`src/sv/psae_pkg.sv`:
```
// ----------------------------------------------------------------------------
// psae_pkg
// Shared widths, codes and types of the priority slot allocator.
// ----------------------------------------------------------------------------
`default_nettype none

package psae_pkg;

   localparam int SLOT_FW = 6;
   localparam int PRIO_W  = 8;
   localparam int ACT_W   = 7;
   localparam int ADDR_W  = 3;
   localparam int DATA_W  = 32;
   localparam int REG_IDX_W = ADDR_W - 2;

   localparam logic [ACT_W-1:0]     ACTIVE_RESET     = 7'd64;
   localparam logic [REG_IDX_W-1:0] REG_ACTIVE_SLOTS = 1'b0;

   localparam logic REQ_STORE   = 1'b0;
   localparam logic REQ_RELEASE = 1'b1;

   localparam logic STATUS_OK  = 1'b0;
   localparam logic STATUS_BAD = 1'b1;

   typedef struct packed {
      logic             wr;
      logic [ACT_W-1:0] eff;
   } cfg_type;

   typedef struct packed {
      logic [SLOT_FW-1:0] granted_slot;
      logic               evicted;
      logic [SLOT_FW-1:0] evicted_slot;
      logic               status;
   } result_type;

endpackage

`default_nettype wire

```
`src/sv/psae_chan_if.sv`:
```
// ----------------------------------------------------------------------------
// psae_chan_if
// Request and response channels of the slot allocator.
// ----------------------------------------------------------------------------
`default_nettype none

interface psae_req_if;
   logic                          valid;
   logic                          ready;
   logic                          req_type;
   logic [psae_pkg::PRIO_W-1:0]   priority_req;
   logic [psae_pkg::SLOT_FW-1:0]  slot;

   modport source (output valid, req_type, priority_req, slot, input ready);
   modport sink   (input valid, req_type, priority_req, slot, output ready);
endinterface

interface psae_rsp_if;
   logic                          valid;
   logic                          ready;
   logic [psae_pkg::SLOT_FW-1:0]  granted_slot;
   logic                          evicted;
   logic [psae_pkg::SLOT_FW-1:0]  evicted_slot;
   logic                          status;

   modport source (output valid, granted_slot, evicted, evicted_slot, status,
                   input ready);
   modport sink   (input valid, granted_slot, evicted, evicted_slot, status,
                   output ready);
endinterface

`default_nettype wire

```
`src/sv/psae_csr.sv`:
```
// ----------------------------------------------------------------------------
// psae_csr
// APB register block: active_slots and the clamped effective slot count.
// ----------------------------------------------------------------------------
`default_nettype none

module psae_csr #(
   parameter int SLOT_COUNT = 64
) (
   input  wire logic                         clock,
   input  wire logic                         reset,
   input  wire logic                         psel,
   input  wire logic                         penable,
   input  wire logic                         pwrite,
   input  wire logic [psae_pkg::ADDR_W-1:0]  paddr,
   input  wire logic [psae_pkg::DATA_W-1:0]  pwdata,
   output      logic [psae_pkg::DATA_W-1:0]  prdata,
   output      logic                         pready,
   output      psae_pkg::cfg_type            cfg
);
   import psae_pkg::*;

   localparam int ACT_MAX = (1 << ACT_W) - 1;
   localparam int LIMIT   = (SLOT_COUNT > ACT_MAX) ? ACT_MAX : SLOT_COUNT;
   localparam logic [ACT_W-1:0] LIMIT_VAL = ACT_W'(LIMIT);

   logic [ACT_W-1:0]     active_ff;
   logic [ACT_W-1:0]     active_in;
   logic [REG_IDX_W-1:0] reg_idx;
   logic                 hit;
   logic                 wr;

   assign reg_idx = paddr[ADDR_W-1:2];
   assign hit     = (reg_idx == REG_ACTIVE_SLOTS);
   assign pready  = 1'b1;
   assign wr      = psel & penable & pwrite & pready & hit;

   assign active_in = wr ? pwdata[ACT_W-1:0] : active_ff;

   always_ff @(posedge clock) begin
      if (reset) begin
         active_ff <= ACTIVE_RESET;
      end else begin
         active_ff <= active_in;
      end
   end

   always_comb begin
      cfg.wr = wr;
      if (active_ff == '0) begin
         cfg.eff = ACT_W'(1);
      end else if (active_ff > LIMIT_VAL) begin
         cfg.eff = LIMIT_VAL;
      end else begin
         cfg.eff = active_ff;
      end
   end

   assign prdata = hit ? DATA_W'(active_ff) : '0;

endmodule

`default_nettype wire

```
`src/sv/psae_ctrl.sv`:
```
// ----------------------------------------------------------------------------
// psae_ctrl
// Sequencer and slot state: free stack, per-slot links, class heads.
// ----------------------------------------------------------------------------
`default_nettype none

module psae_ctrl #(
   parameter int SLOT_COUNT  = 64,
   parameter int CLASS_COUNT = 8
) (
   input  wire logic                          clock,
   input  wire logic                          reset,
   input  wire psae_pkg::cfg_type             cfg,
   input  wire logic                          req_valid,
   output      logic                          req_ready,
   input  wire logic                          req_type,
   input  wire logic [psae_pkg::PRIO_W-1:0]   priority_req,
   input  wire logic [psae_pkg::SLOT_FW-1:0]  slot,
   input  wire logic                          out_free,
   output      logic                          done,
   output      psae_pkg::result_type          result
);
   import psae_pkg::*;

   localparam int SLOT_W  = $clog2(SLOT_COUNT);
   localparam int LINK_W  = SLOT_W + 1;
   localparam int CNT_W   = $clog2(SLOT_COUNT + 1);
   localparam int CLASS_W = (CLASS_COUNT > 1) ? $clog2(CLASS_COUNT) : 1;

   localparam logic [LINK_W-1:0]  NIL_LINK    = LINK_W'(SLOT_COUNT);
   localparam logic [SLOT_W-1:0]  LAST_SLOT   = SLOT_W'(SLOT_COUNT - 1);
   localparam logic [CLASS_W-1:0] TOP_CLASS   = CLASS_W'(CLASS_COUNT - 1);
   localparam logic [PRIO_W-1:0]  CLASS_LIMIT = PRIO_W'(CLASS_COUNT);

   typedef enum logic [3:0] {
      ST_CLEAR,
      ST_IDLE,
      ST_VICTIM,
      ST_LOOKUP,
      ST_UNLINK,
      ST_FETCH,
      ST_APPEND1,
      ST_APPEND2,
      ST_FINISH
   } state_type;

   // memories
   logic [LINK_W-1:0]  older_mem  [SLOT_COUNT];
   logic [LINK_W-1:0]  newer_mem  [SLOT_COUNT];
   logic [CLASS_W-1:0] class_mem  [SLOT_COUNT];
   logic               inuse_mem  [SLOT_COUNT];
   logic [SLOT_W-1:0]  stack_mem  [SLOT_COUNT];
   logic [SLOT_W-1:0]  newest_mem [CLASS_COUNT];

   logic [LINK_W-1:0]  older_rd_ff;
   logic [LINK_W-1:0]  newer_rd_ff;
   logic [CLASS_W-1:0] class_rd_ff;
   logic               inuse_rd_ff;
   logic [SLOT_W-1:0]  stack_rd_ff;
   logic [SLOT_W-1:0]  newest_rd_ff;

   logic               older_we,  newer_we,  class_we,  inuse_we,  stack_we, newest_we;
   logic [SLOT_W-1:0]  older_wa,  newer_wa,  class_wa,  inuse_wa,  stack_wa;
   logic [CLASS_W-1:0] newest_wa;
   logic [LINK_W-1:0]  older_wd,  newer_wd;
   logic [CLASS_W-1:0] class_wd;
   logic               inuse_wd;
   logic [SLOT_W-1:0]  stack_wd,  newest_wd;

   logic [SLOT_W-1:0]  slot_ra;
   logic [SLOT_W-1:0]  stack_ra;
   logic [CLASS_W-1:0] newest_ra;

   // sequencer registers
   state_type            state_ff,    state_in;
   logic [SLOT_W-1:0]    clr_ff,      clr_in;
   logic [CNT_W-1:0]     free_cnt_ff, free_cnt_in;
   logic [CLASS_COUNT-1:0] nonempty_ff, nonempty_in;
   logic                 is_rel_ff,   is_rel_in;
   logic                 is_ev_ff,    is_ev_in;
   logic [CLASS_W-1:0]   cls_ff,      cls_in;
   logic [SLOT_FW-1:0]   slot_ff,     slot_in;
   logic [SLOT_W-1:0]    cur_ff,      cur_in;
   logic [SLOT_W-1:0]    grant_ff,    grant_in;
   logic [SLOT_W-1:0]    tail_ff,     tail_in;
   logic                 tail_ok_ff,  tail_ok_in;
   logic                 status_ff,   status_in;

   logic [CLASS_W-1:0]   victim;
   logic [SLOT_W-1:0]    look_addr;
   logic [SLOT_W-1:0]    pick;
   logic                 unlink_ok;
   logic                 o_ok;
   logic                 w_ok;
   logic                 accept;

   always_comb begin
      victim = '0;
      for (int i = CLASS_COUNT - 1; i >= 0; i--) begin
         if (nonempty_ff[i]) begin
            victim = CLASS_W'(i);
         end
      end
   end

   assign look_addr = is_ev_ff ? newest_rd_ff : SLOT_W'(slot_ff);
   assign pick      = is_ev_ff ? cur_ff : stack_rd_ff;
   assign o_ok      = older_rd_ff < NIL_LINK;
   assign w_ok      = newer_rd_ff < NIL_LINK;
   assign unlink_ok = !is_rel_ff || ((ACT_W'(slot_ff) < cfg.eff) && inuse_rd_ff);

   assign slot_ra   = look_addr;
   assign stack_ra  = SLOT_W'(free_cnt_ff - CNT_W'(1));
   assign newest_ra = (state_ff == ST_VICTIM) ? victim : cls_ff;

   assign req_ready = (state_ff == ST_IDLE) && !cfg.wr;
   assign accept    = req_valid && req_ready;

   always_comb begin
      state_in    = state_ff;
      clr_in      = clr_ff;
      free_cnt_in = free_cnt_ff;
      nonempty_in = nonempty_ff;
      is_rel_in   = is_rel_ff;
      is_ev_in    = is_ev_ff;
      cls_in      = cls_ff;
      slot_in     = slot_ff;
      cur_in      = cur_ff;
      grant_in    = grant_ff;
      tail_in     = tail_ff;
      tail_ok_in  = tail_ok_ff;
      status_in   = status_ff;
      done        = 1'b0;

      older_we  = 1'b0; older_wa  = '0; older_wd  = '0;
      newer_we  = 1'b0; newer_wa  = '0; newer_wd  = '0;
      class_we  = 1'b0; class_wa  = '0; class_wd  = '0;
      inuse_we  = 1'b0; inuse_wa  = '0; inuse_wd  = 1'b0;
      stack_we  = 1'b0; stack_wa  = '0; stack_wd  = '0;
      newest_we = 1'b0; newest_wa = '0; newest_wd = '0;

      unique case (state_ff)
         ST_CLEAR: begin
            stack_we = 1'b1;
            stack_wa = clr_ff;
            stack_wd = clr_ff;
            inuse_we = 1'b1;
            inuse_wa = clr_ff;
            inuse_wd = 1'b0;
            clr_in   = clr_ff + SLOT_W'(1);
            if (clr_ff == LAST_SLOT) begin
               state_in    = ST_IDLE;
               free_cnt_in = CNT_W'(cfg.eff);
               nonempty_in = '0;
            end
         end
         ST_IDLE: begin
            if (accept) begin
               slot_in   = slot;
               is_rel_in = (req_type == REQ_RELEASE);
               is_ev_in  = (req_type == REQ_STORE) && (free_cnt_ff == '0);
               status_in = STATUS_OK;
               if (priority_req >= CLASS_LIMIT) begin
                  cls_in = TOP_CLASS;
               end else begin
                  cls_in = CLASS_W'(priority_req);
               end
               if (req_type == REQ_RELEASE) begin
                  state_in = ST_LOOKUP;
               end else if (free_cnt_ff == '0) begin
                  state_in = ST_VICTIM;
               end else begin
                  state_in = ST_FETCH;
               end
            end
         end
         ST_VICTIM: begin
            state_in = ST_LOOKUP;
         end
         ST_LOOKUP: begin
            cur_in   = look_addr;
            state_in = ST_UNLINK;
         end
         ST_UNLINK: begin
            if (unlink_ok) begin
               inuse_we = 1'b1;
               inuse_wa = cur_ff;
               inuse_wd = 1'b0;
               if (o_ok) begin
                  newer_we = 1'b1;
                  newer_wa = older_rd_ff[SLOT_W-1:0];
                  newer_wd = newer_rd_ff;
               end
               if (w_ok) begin
                  older_we = 1'b1;
                  older_wa = newer_rd_ff[SLOT_W-1:0];
                  older_wd = older_rd_ff;
               end else if (o_ok) begin
                  newest_we = 1'b1;
                  newest_wa = class_rd_ff;
                  newest_wd = older_rd_ff[SLOT_W-1:0];
               end else begin
                  nonempty_in[class_rd_ff] = 1'b0;
               end
               // an evicted slot is pushed and popped again at once: skip both
               if (is_rel_ff) begin
                  stack_we    = 1'b1;
                  stack_wa    = SLOT_W'(free_cnt_ff);
                  stack_wd    = cur_ff;
                  free_cnt_in = free_cnt_ff + CNT_W'(1);
               end
            end else begin
               status_in = STATUS_BAD;
            end
            state_in = is_ev_ff ? ST_FETCH : ST_FINISH;
         end
         ST_FETCH: begin
            state_in = ST_APPEND1;
         end
         ST_APPEND1: begin
            grant_in   = pick;
            tail_in    = newest_rd_ff;
            tail_ok_in = nonempty_ff[cls_ff];
            class_we   = 1'b1;
            class_wa   = pick;
            class_wd   = cls_ff;
            inuse_we   = 1'b1;
            inuse_wa   = pick;
            inuse_wd   = 1'b1;
            older_we   = 1'b1;
            older_wa   = pick;
            older_wd   = nonempty_ff[cls_ff] ? LINK_W'(newest_rd_ff) : NIL_LINK;
            newer_we   = 1'b1;
            newer_wa   = pick;
            newer_wd   = NIL_LINK;
            if (!is_ev_ff) begin
               free_cnt_in = free_cnt_ff - CNT_W'(1);
            end
            state_in = ST_APPEND2;
         end
         ST_APPEND2: begin
            if (tail_ok_ff) begin
               newer_we = 1'b1;
               newer_wa = tail_ff;
               newer_wd = LINK_W'(grant_ff);
            end
            newest_we           = 1'b1;
            newest_wa           = cls_ff;
            newest_wd           = grant_ff;
            nonempty_in[cls_ff] = 1'b1;
            state_in            = ST_FINISH;
         end
         ST_FINISH: begin
            if (out_free) begin
               done     = 1'b1;
               state_in = ST_IDLE;
            end
         end
         default: begin
            state_in = ST_CLEAR;
            clr_in   = '0;
         end
      endcase

      if (cfg.wr) begin
         state_in = ST_CLEAR;
         clr_in   = '0;
      end
   end

   always_comb begin
      result.granted_slot = is_rel_ff ? slot_ff : SLOT_FW'(grant_ff);
      result.evicted      = is_ev_ff;
      result.evicted_slot = is_ev_ff ? SLOT_FW'(cur_ff) : '0;
      result.status       = status_ff;
   end

   always_ff @(posedge clock) begin
      state_ff    <= state_in;
      clr_ff      <= clr_in;
      free_cnt_ff <= free_cnt_in;
      nonempty_ff <= nonempty_in;
      is_rel_ff   <= is_rel_in;
      is_ev_ff    <= is_ev_in;
      cls_ff      <= cls_in;
      slot_ff     <= slot_in;
      cur_ff      <= cur_in;
      grant_ff    <= grant_in;
      tail_ff     <= tail_in;
      tail_ok_ff  <= tail_ok_in;
      status_ff   <= status_in;
      if (reset) begin
         state_ff    <= ST_CLEAR;
         clr_ff      <= '0;
         free_cnt_ff <= '0;
         nonempty_ff <= '0;
         is_rel_ff   <= 1'b0;
         is_ev_ff    <= 1'b0;
         status_ff   <= STATUS_OK;
      end
   end

   always_ff @(posedge clock) begin
      if (older_we) begin
         older_mem[older_wa] <= older_wd;
      end
      older_rd_ff <= older_mem[slot_ra];
   end

   always_ff @(posedge clock) begin
      if (newer_we) begin
         newer_mem[newer_wa] <= newer_wd;
      end
      newer_rd_ff <= newer_mem[slot_ra];
   end

   always_ff @(posedge clock) begin
      if (class_we) begin
         class_mem[class_wa] <= class_wd;
      end
      class_rd_ff <= class_mem[slot_ra];
   end

   always_ff @(posedge clock) begin
      if (inuse_we) begin
         inuse_mem[inuse_wa] <= inuse_wd;
      end
      inuse_rd_ff <= inuse_mem[slot_ra];
   end

   always_ff @(posedge clock) begin
      if (stack_we) begin
         stack_mem[stack_wa] <= stack_wd;
      end
      stack_rd_ff <= stack_mem[stack_ra];
   end

   always_ff @(posedge clock) begin
      if (newest_we) begin
         newest_mem[newest_wa] <= newest_wd;
      end
      newest_rd_ff <= newest_mem[newest_ra];
   end

endmodule

`default_nettype wire

```
`src/sv/priority_slot_allocator_evict_top.sv`:
```
// ----------------------------------------------------------------------------
// priority_slot_allocator_evict_top
// Cache slot allocator: LIFO free stack, per-class insertion lists,
// eviction of the newest slot of the lowest non-empty class.
//
//   channel   dir   handshake          payload
//   req_ch    in    valid/ready        req_type, priority_req, slot
//   rsp_ch    out   valid/ready        granted_slot, evicted, evicted_slot, status
//   apb       in    psel/penable       paddr, pwdata, prdata (active_slots)
//
// Release unlinks its slot; store pops and appends one; eviction unlinks first.
// The sequencer walks the slot state one memory access per step; each
// per-slot memory has one write and one registered read port.
// After reset and after each write of active_slots a clearing pass over
// all SLOT_COUNT slots rebuilds the free stack; req_ch is not ready meanwhile.
// A stalled rsp_ch holds the sequencer in its last step; one finished result
// waits in the output register while the next request is taken.
// ----------------------------------------------------------------------------
`default_nettype none

module priority_slot_allocator_evict_top #(
   parameter int SLOT_COUNT  = 64,
   parameter int CLASS_COUNT = 8
) (
   input  wire logic                         clock,
   input  wire logic                         reset,
   psae_req_if.sink                          req_ch,
   psae_rsp_if.source                        rsp_ch,
   input  wire logic                         psel,
   input  wire logic                         penable,
   input  wire logic                         pwrite,
   input  wire logic [psae_pkg::ADDR_W-1:0]  paddr,
   input  wire logic [psae_pkg::DATA_W-1:0]  pwdata,
   output      logic [psae_pkg::DATA_W-1:0]  prdata,
   output      logic                         pready
);
   import psae_pkg::*;

   cfg_type    cfg;
   result_type result;
   result_type rsp_ff;
   result_type rsp_in;
   logic       rsp_valid_ff;
   logic       rsp_valid_in;
   logic       done;
   logic       out_free;
   logic       req_ready;

   psae_csr #(
      .SLOT_COUNT (SLOT_COUNT)
   ) u_csr (
      .clock   (clock),
      .reset   (reset),
      .psel    (psel),
      .penable (penable),
      .pwrite  (pwrite),
      .paddr   (paddr),
      .pwdata  (pwdata),
      .prdata  (prdata),
      .pready  (pready),
      .cfg     (cfg)
   );

   psae_ctrl #(
      .SLOT_COUNT  (SLOT_COUNT),
      .CLASS_COUNT (CLASS_COUNT)
   ) u_ctrl (
      .clock        (clock),
      .reset        (reset),
      .cfg          (cfg),
      .req_valid    (req_ch.valid),
      .req_ready    (req_ready),
      .req_type     (req_ch.req_type),
      .priority_req (req_ch.priority_req),
      .slot         (req_ch.slot),
      .out_free     (out_free),
      .done         (done),
      .result       (result)
   );

   assign req_ch.ready = req_ready;
   assign out_free     = !rsp_valid_ff || rsp_ch.ready;

   always_comb begin
      rsp_in       = rsp_ff;
      rsp_valid_in = rsp_valid_ff && !rsp_ch.ready;
      if (done) begin
         rsp_in       = result;
         rsp_valid_in = 1'b1;
      end
   end

   always_ff @(posedge clock) begin
      rsp_ff       <= rsp_in;
      rsp_valid_ff <= rsp_valid_in;
      if (reset) begin
         rsp_valid_ff <= 1'b0;
      end
   end

   assign rsp_ch.valid        = rsp_valid_ff;
   assign rsp_ch.granted_slot = rsp_ff.granted_slot;
   assign rsp_ch.evicted      = rsp_ff.evicted;
   assign rsp_ch.evicted_slot = rsp_ff.evicted_slot;
   assign rsp_ch.status       = rsp_ff.status;

endmodule

`default_nettype wire

```
`src/flat_wrapper.sv`:
```
// flat-port wrapper written by rule: the top's interface ports become plain ports
module priority_slot_allocator_evict_top_flat import psae_pkg::*;
#(
   parameter int SLOT_COUNT  = 64,
   parameter int CLASS_COUNT = 8
)
  (clock, reset, psel, penable, pwrite, paddr, pwdata, prdata, pready, req_ch_valid, req_ch_req_type, req_ch_priority_req, req_ch_slot, req_ch_ready, rsp_ch_valid, rsp_ch_granted_slot, rsp_ch_evicted, rsp_ch_evicted_slot, rsp_ch_status, rsp_ch_ready);
  psae_req_if req_ch_i ();
  psae_rsp_if rsp_ch_i ();
  input  wire logic clock;
  input  wire logic reset;
  input  wire logic psel;
  input  wire logic penable;
  input  wire logic pwrite;
  input  wire logic [psae_pkg::ADDR_W-1:0] paddr;
  input  wire logic [psae_pkg::DATA_W-1:0] pwdata;
  output      logic [psae_pkg::DATA_W-1:0] prdata;
  output      logic pready;
  input wire logic [$bits(req_ch_i.valid)-1:0] req_ch_valid;
  input wire logic [$bits(req_ch_i.req_type)-1:0] req_ch_req_type;
  input wire logic [$bits(req_ch_i.priority_req)-1:0] req_ch_priority_req;
  input wire logic [$bits(req_ch_i.slot)-1:0] req_ch_slot;
  output wire logic [$bits(req_ch_i.ready)-1:0] req_ch_ready;
  output wire logic [$bits(rsp_ch_i.valid)-1:0] rsp_ch_valid;
  output wire logic [$bits(rsp_ch_i.granted_slot)-1:0] rsp_ch_granted_slot;
  output wire logic [$bits(rsp_ch_i.evicted)-1:0] rsp_ch_evicted;
  output wire logic [$bits(rsp_ch_i.evicted_slot)-1:0] rsp_ch_evicted_slot;
  output wire logic [$bits(rsp_ch_i.status)-1:0] rsp_ch_status;
  input wire logic [$bits(rsp_ch_i.ready)-1:0] rsp_ch_ready;
  assign req_ch_i.valid = req_ch_valid;
  assign req_ch_i.req_type = req_ch_req_type;
  assign req_ch_i.priority_req = req_ch_priority_req;
  assign req_ch_i.slot = req_ch_slot;
  assign req_ch_ready = req_ch_i.ready;
  assign rsp_ch_valid = rsp_ch_i.valid;
  assign rsp_ch_granted_slot = rsp_ch_i.granted_slot;
  assign rsp_ch_evicted = rsp_ch_i.evicted;
  assign rsp_ch_evicted_slot = rsp_ch_i.evicted_slot;
  assign rsp_ch_status = rsp_ch_i.status;
  assign rsp_ch_i.ready = rsp_ch_ready;
  priority_slot_allocator_evict_top #(.SLOT_COUNT(SLOT_COUNT), .CLASS_COUNT(CLASS_COUNT)) u_core (.clock(clock), .reset(reset), .req_ch(req_ch_i), .rsp_ch(rsp_ch_i), .psel(psel), .penable(penable), .pwrite(pwrite), .paddr(paddr), .pwdata(pwdata), .prdata(prdata), .pready(pready));
endmodule
```
`config.mk`:
```
export PLATFORM = sky130hd
export DESIGN_NAME = priority_slot_allocator_evict_top_flat
export DESIGN_NICKNAME = d
export VERILOG_FILES = /design/src/sv/psae_pkg.sv /design/src/sv/psae_chan_if.sv /design/src/sv/psae_csr.sv /design/src/sv/psae_ctrl.sv /design/src/sv/priority_slot_allocator_evict_top.sv /design/src/flat_wrapper.sv
export SDC_FILE = /design/constraint.sdc
export NUM_CORES = 2
export LEC_CHECK = 0
export ABC_AREA = 1
export BUFFER_PORTS_ARGS = -buffer_cell sky130_fd_sc_hd__buf_2
export CORE_ASPECT_RATIO = 0.9
export CORE_UTILIZATION = 60
export DETAILED_ROUTE_END_ITERATION = 16
export GPL_TIMING_DRIVEN = 0
export PLACE_DENSITY = 0.8
export REMOVE_ABC_BUFFERS = 1
export SKIP_CTS_REPAIR_TIMING = 1
export SLEW_MARGIN = 0
export SYNTH_ARGS = -nofsm -noshare
export SYNTH_HDL_FRONTEND = slang
export SYNTH_HIERARCHICAL = 1
export SYNTH_SLANG_ARGS = --single-unit
```
`constraint.sdc`:
```
create_clock -name clock -period 5.4 [get_ports clock]
set_input_delay 0.81 -clock clock [delete_from_list [all_inputs] [get_ports clock]]
set_output_delay 0.81 -clock clock [all_outputs]
set_load 0.05 [all_outputs]
```
======== Word level (Yosys, flattened, before mapping) ========
Memory sizes are Yosys's and may differ from the RTL's. A register that Yosys moved wholly into a read port is not among the register bits.
Cells that the tools add are included.
storage, ports and cells
  flip-flop bits (word level) ............. 78
  RAM bits ................................ 1,584
  input port bits ......................... 57
  output and inout bits ................... 49
  word-level logic and storage cells ...... 195
  memories ................................ 6
memories
  name                      words  width  rd ports  clocked after memory_dff  write ports  line             source
  u_core.u_ctrl.newer_mem   64     7      1         1                         1            psae_ctrl.sv:49  logic [LINK_W-1:0] newer_mem [SLOT_COUNT];
  u_core.u_ctrl.older_mem   64     7      1         1                         1            psae_ctrl.sv:48  logic [LINK_W-1:0] older_mem [SLOT_COUNT];
  u_core.u_ctrl.stack_mem   64     6      1         1                         1            psae_ctrl.sv:52  logic [SLOT_W-1:0] stack_mem [SLOT_COUNT];
  u_core.u_ctrl.class_mem   64     3      1         1                         1            psae_ctrl.sv:50  logic [CLASS_W-1:0] class_mem [SLOT_COUNT];
  u_core.u_ctrl.inuse_mem   64     1      1         1                         1            psae_ctrl.sv:51  logic inuse_mem [SLOT_COUNT];
  u_core.u_ctrl.newest_mem  8      6      1         1                         1            psae_ctrl.sv:53  logic [SLOT_W-1:0] newest_mem [CLASS_COUNT];
operators by class
  add/sub/neg operators ................... 3
  magnitude comparators ................... 9
  eq/ne operators ......................... 18
  mux-type cells .......................... 105
  bitwise gates (word level) .............. 8
  reduce and logical (&&, ||, !) cells .... 27
operators with widths
  cell                  count
  $mux W6               17
  $mux W7               12
  $pmux W6 S2           5
  $mux W3               15
  $pmux W7 S3           2
  $pmux W4 S9           1
  $pmux W6 S3           2
  $mux W8               4
  $mux W1               31
  $pmux W8 S3           1
  $eq A4 B3 Y1 const B  4
  $mux W4               4
  $ne A2 B2 Y1 const B  8
  $logic_not A7 Y1      2
  $lt A7 B7 Y1 const B  2
  $pmux W7 S2           1
  $pmux W1 S2           5
  $reduce_and A5 Y1     2
  $and A8 B8 Y8         1
  $eq A4 B2 Y1 const B  2
  $ge A8 B4 Y1 const B  1
  $lt A3 B4 Y1 const B  2
  $not A8 Y8            1
  $or A8 B8 Y8          1
  other kinds (26)      44

======== Logic depth before layout (Yosys ltp) ========
  word-level depth ........................ 10
  mapped depth ............................ 19
  gate-level depth less buffers ........... 19

======== Modules after synthesis ========
The synthesis kept the hierarchy.
modules (own cells, without submodules)
  module                             times used  cells an instance  area an instance (um2)  seq. area each (um2)
  psae_ctrl                          1           6,889              72,493.3                49,567.5
  psae_csr                           1           101                659.4                   140.1
  priority_slot_allocator_evict_top  1           19                 462.9                   440.4

======== Least setup slack after synthesis ========
Ideal clock, no wire load.
  kind .................................... reg2reg
  start point ............................. reg u_core.u_ctrl.state_ff[2]
  end point ............................... mem u_core/u_ctrl/older_mem[0][0] (netlist name) (data pin)
  library setup time ...................... 0.702 ns
  arrival ................................. 3.859 ns
  data required time ...................... 4.698 ns
  path slack .............................. 0.839 ns
  stages on the path, launching flop included .. 8
  buffers on the path ..................... 1
  clock period less this slack ............ 4.561 ns
  cells stage by stage .................... dfxtp_1 > inv_2 > nor2_4 > nand2_2 > inv_2 > buf_6 > nand2_1 > o21ai_0
between the ends
  cells in the longest elaborated chain, start to end .. 2
  elaborated cells between the ends (all ways) .. 3
  those cells by class .................... 2 x eq/ne; 1 x mux
ends and longest elaborated chain
  item                           line              source
  from (decl)                    psae_ctrl.sv:75   state_type state_ff, state_in;
  from (signal assigned)         psae_ctrl.sv:279  state_ff <= state_in;
  $eq A4 B3 Y1                   psae_ctrl.sv:142  unique case (state_ff)
  $pmux W7 S2 *                  psae_ctrl.sv:142
  net u_core.u_ctrl.older_wd[0]  psae_ctrl.sv:65   logic [LINK_W-1:0] older_wd, newer_wd;
  to (decl)                      psae_ctrl.sv:48
The timed path passes the listed nets; every way through them passes the cells marked *.

======== Worst setup path in the final report ========
  start point ............................. reg u_core.u_ctrl.is_ev_ff
  end point ............................... reg u_core.u_ctrl.newer_rd_ff[2] (read register of u_core.u_ctrl.newer_mem)
between the ends
  cells in the longest elaborated chain, start to end .. 1
ends and longest elaborated chain
  item                    line              source
  from (decl)             psae_ctrl.sv:80   logic is_ev_ff, is_ev_in;
  from (signal assigned)  psae_ctrl.sv:284  is_ev_ff <= is_ev_in;
  $mux W6                 psae_ctrl.sv:106  assign look_addr = is_ev_ff ? newest_rd_ff : SLOT_W'(slot_ff);
  to (decl)               psae_ctrl.sv:56   logic [LINK_W-1:0] newer_rd_ff;
Every way passes these cells.
A chain may end at the register's enable or synchronous reset.

==> results.sh <==
export IMPL_path_depth=12
export IMPL_rsz0062_at_grt="no"
export IMPL_h_tree_depth=4
export IMPL_slew_headroom_pct=8.803
export IMPL_grt_use_total_pct=28.65
export IMPL_dr_wl_met2_mm=83.07
export IMPL_hold_viol=0
export IMPL_ios=106
export IMPL_finalWorstSetupSlack_ns=0.6953
export IMPL_core_um2=121300
export IMPL_ant_nets=0
export IMPL_via_per_inst=5.900
export IMPL_dieArea_um2=124100
export IMPL_async_reset_ff_share_pct=0
export IMPL_clk_pin_slew_ns=0.06
export IMPL_crit_arrival_ns=5.39
export IMPL_synth_distinct_cells=47
export IMPL_critPathRequiredTime_ns=6.09
export IMPL_ys_seq_elements=1692
export IMPL_clock_sinks=1692
export IMPL_whs_path_depth=1
export IMPL_p_seq_share_pct=55.2
export IMPL_vdd_ir_drop_max_mv=0.3558
export IMPL_drive_above_1_share_pct=6.992
export IMPL_fillCellCount=8239
export IMPL_worst_pin_slew_ns=1.366
export IMPL_place_gp_congestion=0.8901
export IMPL_drtPass1Iterations=8
export IMPL_synth_top_family_by_area="simple AND/OR/NAND/NOR gates"
export IMPL_drc=0
export IMPL_synth_compound_area_share_pct=4.446
export IMPL_leakage_nw=31.96
export IMPL_fin_nets=7014
export IMPL_yosysWarningCount=6
export IMPL_ys_seq_area_share_pct=68.12
export IMPL_cp_max_fo=33
export IMPL_first_global_vias=48810
export IMPL_cp_buffers_inverters=5
export IMPL_synthAdderAreaFrac_pct=0.1360
export IMPL_synth_edf_count=1626
export IMPL_finalCritPeriodShare_pct=87.12
export IMPL_place_inst=8382
export IMPL_hp_class="input port to register"
export IMPL_grt_overflow_total=0
export IMPL_path_class="register to register"
export IMPL_synth_area_mux_share_pct=0
export IMPL_routedWlPerCell_um=20.51
export IMPL_fin_crit_ns=4.705
export IMPL_synth_main_ff_cell="edfxtp_1"
export IMPL_combPwrFrac_pct=3.4
export IMPL_slowest_delay_ns=1.21
export IMPL_netlist_instances=7009
export IMPL_finalSetupTns_ns=0
export IMPL_outcome="complete, no violations"
export IMPL_diodes=0
export IMPL_placementRows=121
export IMPL_area_growth_pct=10.25
export IMPL_wirelength_mm=178.0
export IMPL_drtIter0Drc=7052
export IMPL_p_sw_mw=5.550
export IMPL_port_buffers=52
export IMPL_synthSimpleGateAreaFrac_pct=20.20
export IMPL_power_internal_mw=20.47
export IMPL_finalSetupViolCount=0
export IMPL_cts_tree="yes"
export IMPL_cpLargestDelayFamily="buffers and inverters"
export IMPL_synth_xor_xnor_area_share_pct=0.09178
export IMPL_netlist_area_um2=73620
export IMPL_grt_pass1_wl_mm=273.1
export IMPL_dp_slack_ns=0.6892
export IMPL_rr_worst_depth=12
export IMPL_worst_clock_skew_ns=0.05390
export IMPL_synth_avg_cell_area_um2=10.50
export IMPL_cp_end_kind="register"
export IMPL_cts_buffer_depth=3
export IMPL_swShare_pct=21.33
export IMPL_wirelength_met1_mm=68.10
export IMPL_powerDensity_nw_per_um2=320.6
export IMPL_fin_cells=8679
export IMPL_initial_utilization_pct=60.71
export IMPL_antenna_found_initial=3
export IMPL_critPathSlowestCell="dfxtp_1"
export IMPL_fmax_ghz=0.2126
export IMPL_cap_violations=0
export IMPL_die_width_um=371.2
export IMPL_post_dp_hpwl_mm=108.7
export IMPL_slew_violations=0
export IMPL_numCtsBuffers=163
export IMPL_cts_root_buf="clkbuf_16"
export IMPL_clockPowerShare_pct=41.3
export IMPL_crit_top_cell="nand3_1"
export IMPL_clk_latency_ns=0.81
export IMPL_vias=51200
export IMPL_grt_max_degree=158
export IMPL_start_kind="register"
export IMPL_met3WireLength_mm=20.33
export IMPL_highest_layer="met5"
export IMPL_die_h_um=334.3
export IMPL_final_util_pct=66.93
export IMPL_path_cells="inv_1 > o21ai_4 > buf_12 > buf_12 > buf_16 > buf_12 > nand3_1 > nand3_1 > nand3_1 > nand3_1 > nand3_1 > nand2_1"
power by group through the flow:
stage | combinational, mW | clock, mW | sequential (mW)
2_1_floorplan | 0.561 | 0 | 14.7
3_3_place_gp | 0.875 | 0 | 14.7
3_5_place_dp | 0.860 | 0 | 14.7
4_1_cts | 0.867 | 10.8 | 14.4
5_1_grt | 0.948 | 11.3 | 14.4
6_report | 0.889 | 10.8 | 14.4
final timing paths:
path	start	end	slack (ns)
max	u_core/u_ctrl/is_ev_ff	u_core/u_ctrl/newer_rd_ff[2]	0.70
min	req_ch_slot[5]	u_core/u_ctrl/slot_ff[5]	0.19
max reg2reg	u_core/u_ctrl/is_ev_ff	u_core/u_ctrl/newer_rd_ff[2]	0.70
min reg2reg	u_core/u_ctrl/status_ff	u_core/rsp_ch.status	0.45
metal layers:
layer,vias up,GRT usage (%)
met5,-,0
met4,2,11.36
met3,481,6.181
met2,3058,44.61
met1,24270,39.50
li1,23390,-
worst register-to-register path, delay by kind of cell, from the launching register on:
kind	cells	cell delay, ns
AND/OR/NAND/NOR	6	1.00
AO/OA/AOI/OAI	1	0.78
buffers and inverters	5	1.61
flip-flops	1	1.21
flip-flops by register name, summed over array words and instances, names as in the netlist, 7 cells and up:
| signal | cells |
|---|---|
| u_core/u_ctrl/newer_mem | 448 |
| u_core/u_ctrl/older_mem | 448 |
| u_core/u_ctrl/stack_mem | 384 |
| u_core/u_ctrl/class_mem | 192 |
| u_core/u_ctrl/inuse_mem | 64 |
| u_core/u_ctrl/newest_mem | 48 |
| u_core/u_ctrl/nonempty_ff | 8 |
| u_core/u_csr/active_ff | 7 |
| u_core/u_ctrl/free_cnt_ff | 7 |
| u_core/u_ctrl/newer_rd_ff | 7 |
| u_core/u_ctrl/older_rd_ff | 7 |
cells in the mapped netlist (31+ instances only):
cell | instances | area, um^2
nand2_1 | 1688 | 6336
edfxtp_1 | 1626 | 48830
nand3_1 | 1019 | 5100
inv_1 | 840 | 3153
nor2_1 | 695 | 2609
o21ai_0 | 263 | 1316
o211ai_1 | 209 | 1569
buf_2 | 201 | 1006
clkbuf_1 | 102 | 382.9
dfxtp_1 | 66 | 1321
nand2_2 | 42 | 262.8
buf_4 | 38 | 285.3
inv_2 | 37 | 138.9
buf_1 | 31 | 116.4
cell type report:
type / count / area (um^2) / share of cell area, %
clock buffers: 204 / 4307 / 5.306
clock inverters: 92 / 704.4 / 0.8679
inverters: 879 / 3318 / 4.088
multi-input cells: 4085 / 18690 / 23.03
flip-flops and latches: 1692 / 50150 / 61.79
well taps: 1599 / 2001 / 2.465
repair buffers: 128 / 1988 / 2.450
cell families after synthesis:
family	count (synthesis)
AO/OA/AOI/OAI	532
AND/OR/NAND/NOR	3513
other	2
buffers and inverters	1256
flip-flops	1692
XOR/XNOR	6
adder cells (fa/ha/maj)	8
per-stage QoR:
step / power, mW / hold WS (ns) / instance area, um^2
floorplan: 15.21 / 0.4082 / 71860
global placement: 15.55 / 0.4148 / 74120
detailed placement: 15.51 / 0.4202 / 76120
CTS: 26.09 / 0.1376 / 81140
global route: 26.67 / 0.1537 / 81160
finish: 26.02 / 0.1853 / 81160
placed cells by master, fill, tap and decap left out, types with 42 or more instances in the layout:
cell type and n:
buf_2 52, dfxtp_1 65, o21ai_0 250, buf_12 42
nand3_1 1019, nand2_1 1681, o211ai_1 209, nor2_1 692
nand2_2 47, clkinv_1 48, clkbuf_16 166, inv_1 840
edfxtp_1 1626
Note: power is estimated with default switching activity, not from simulation.
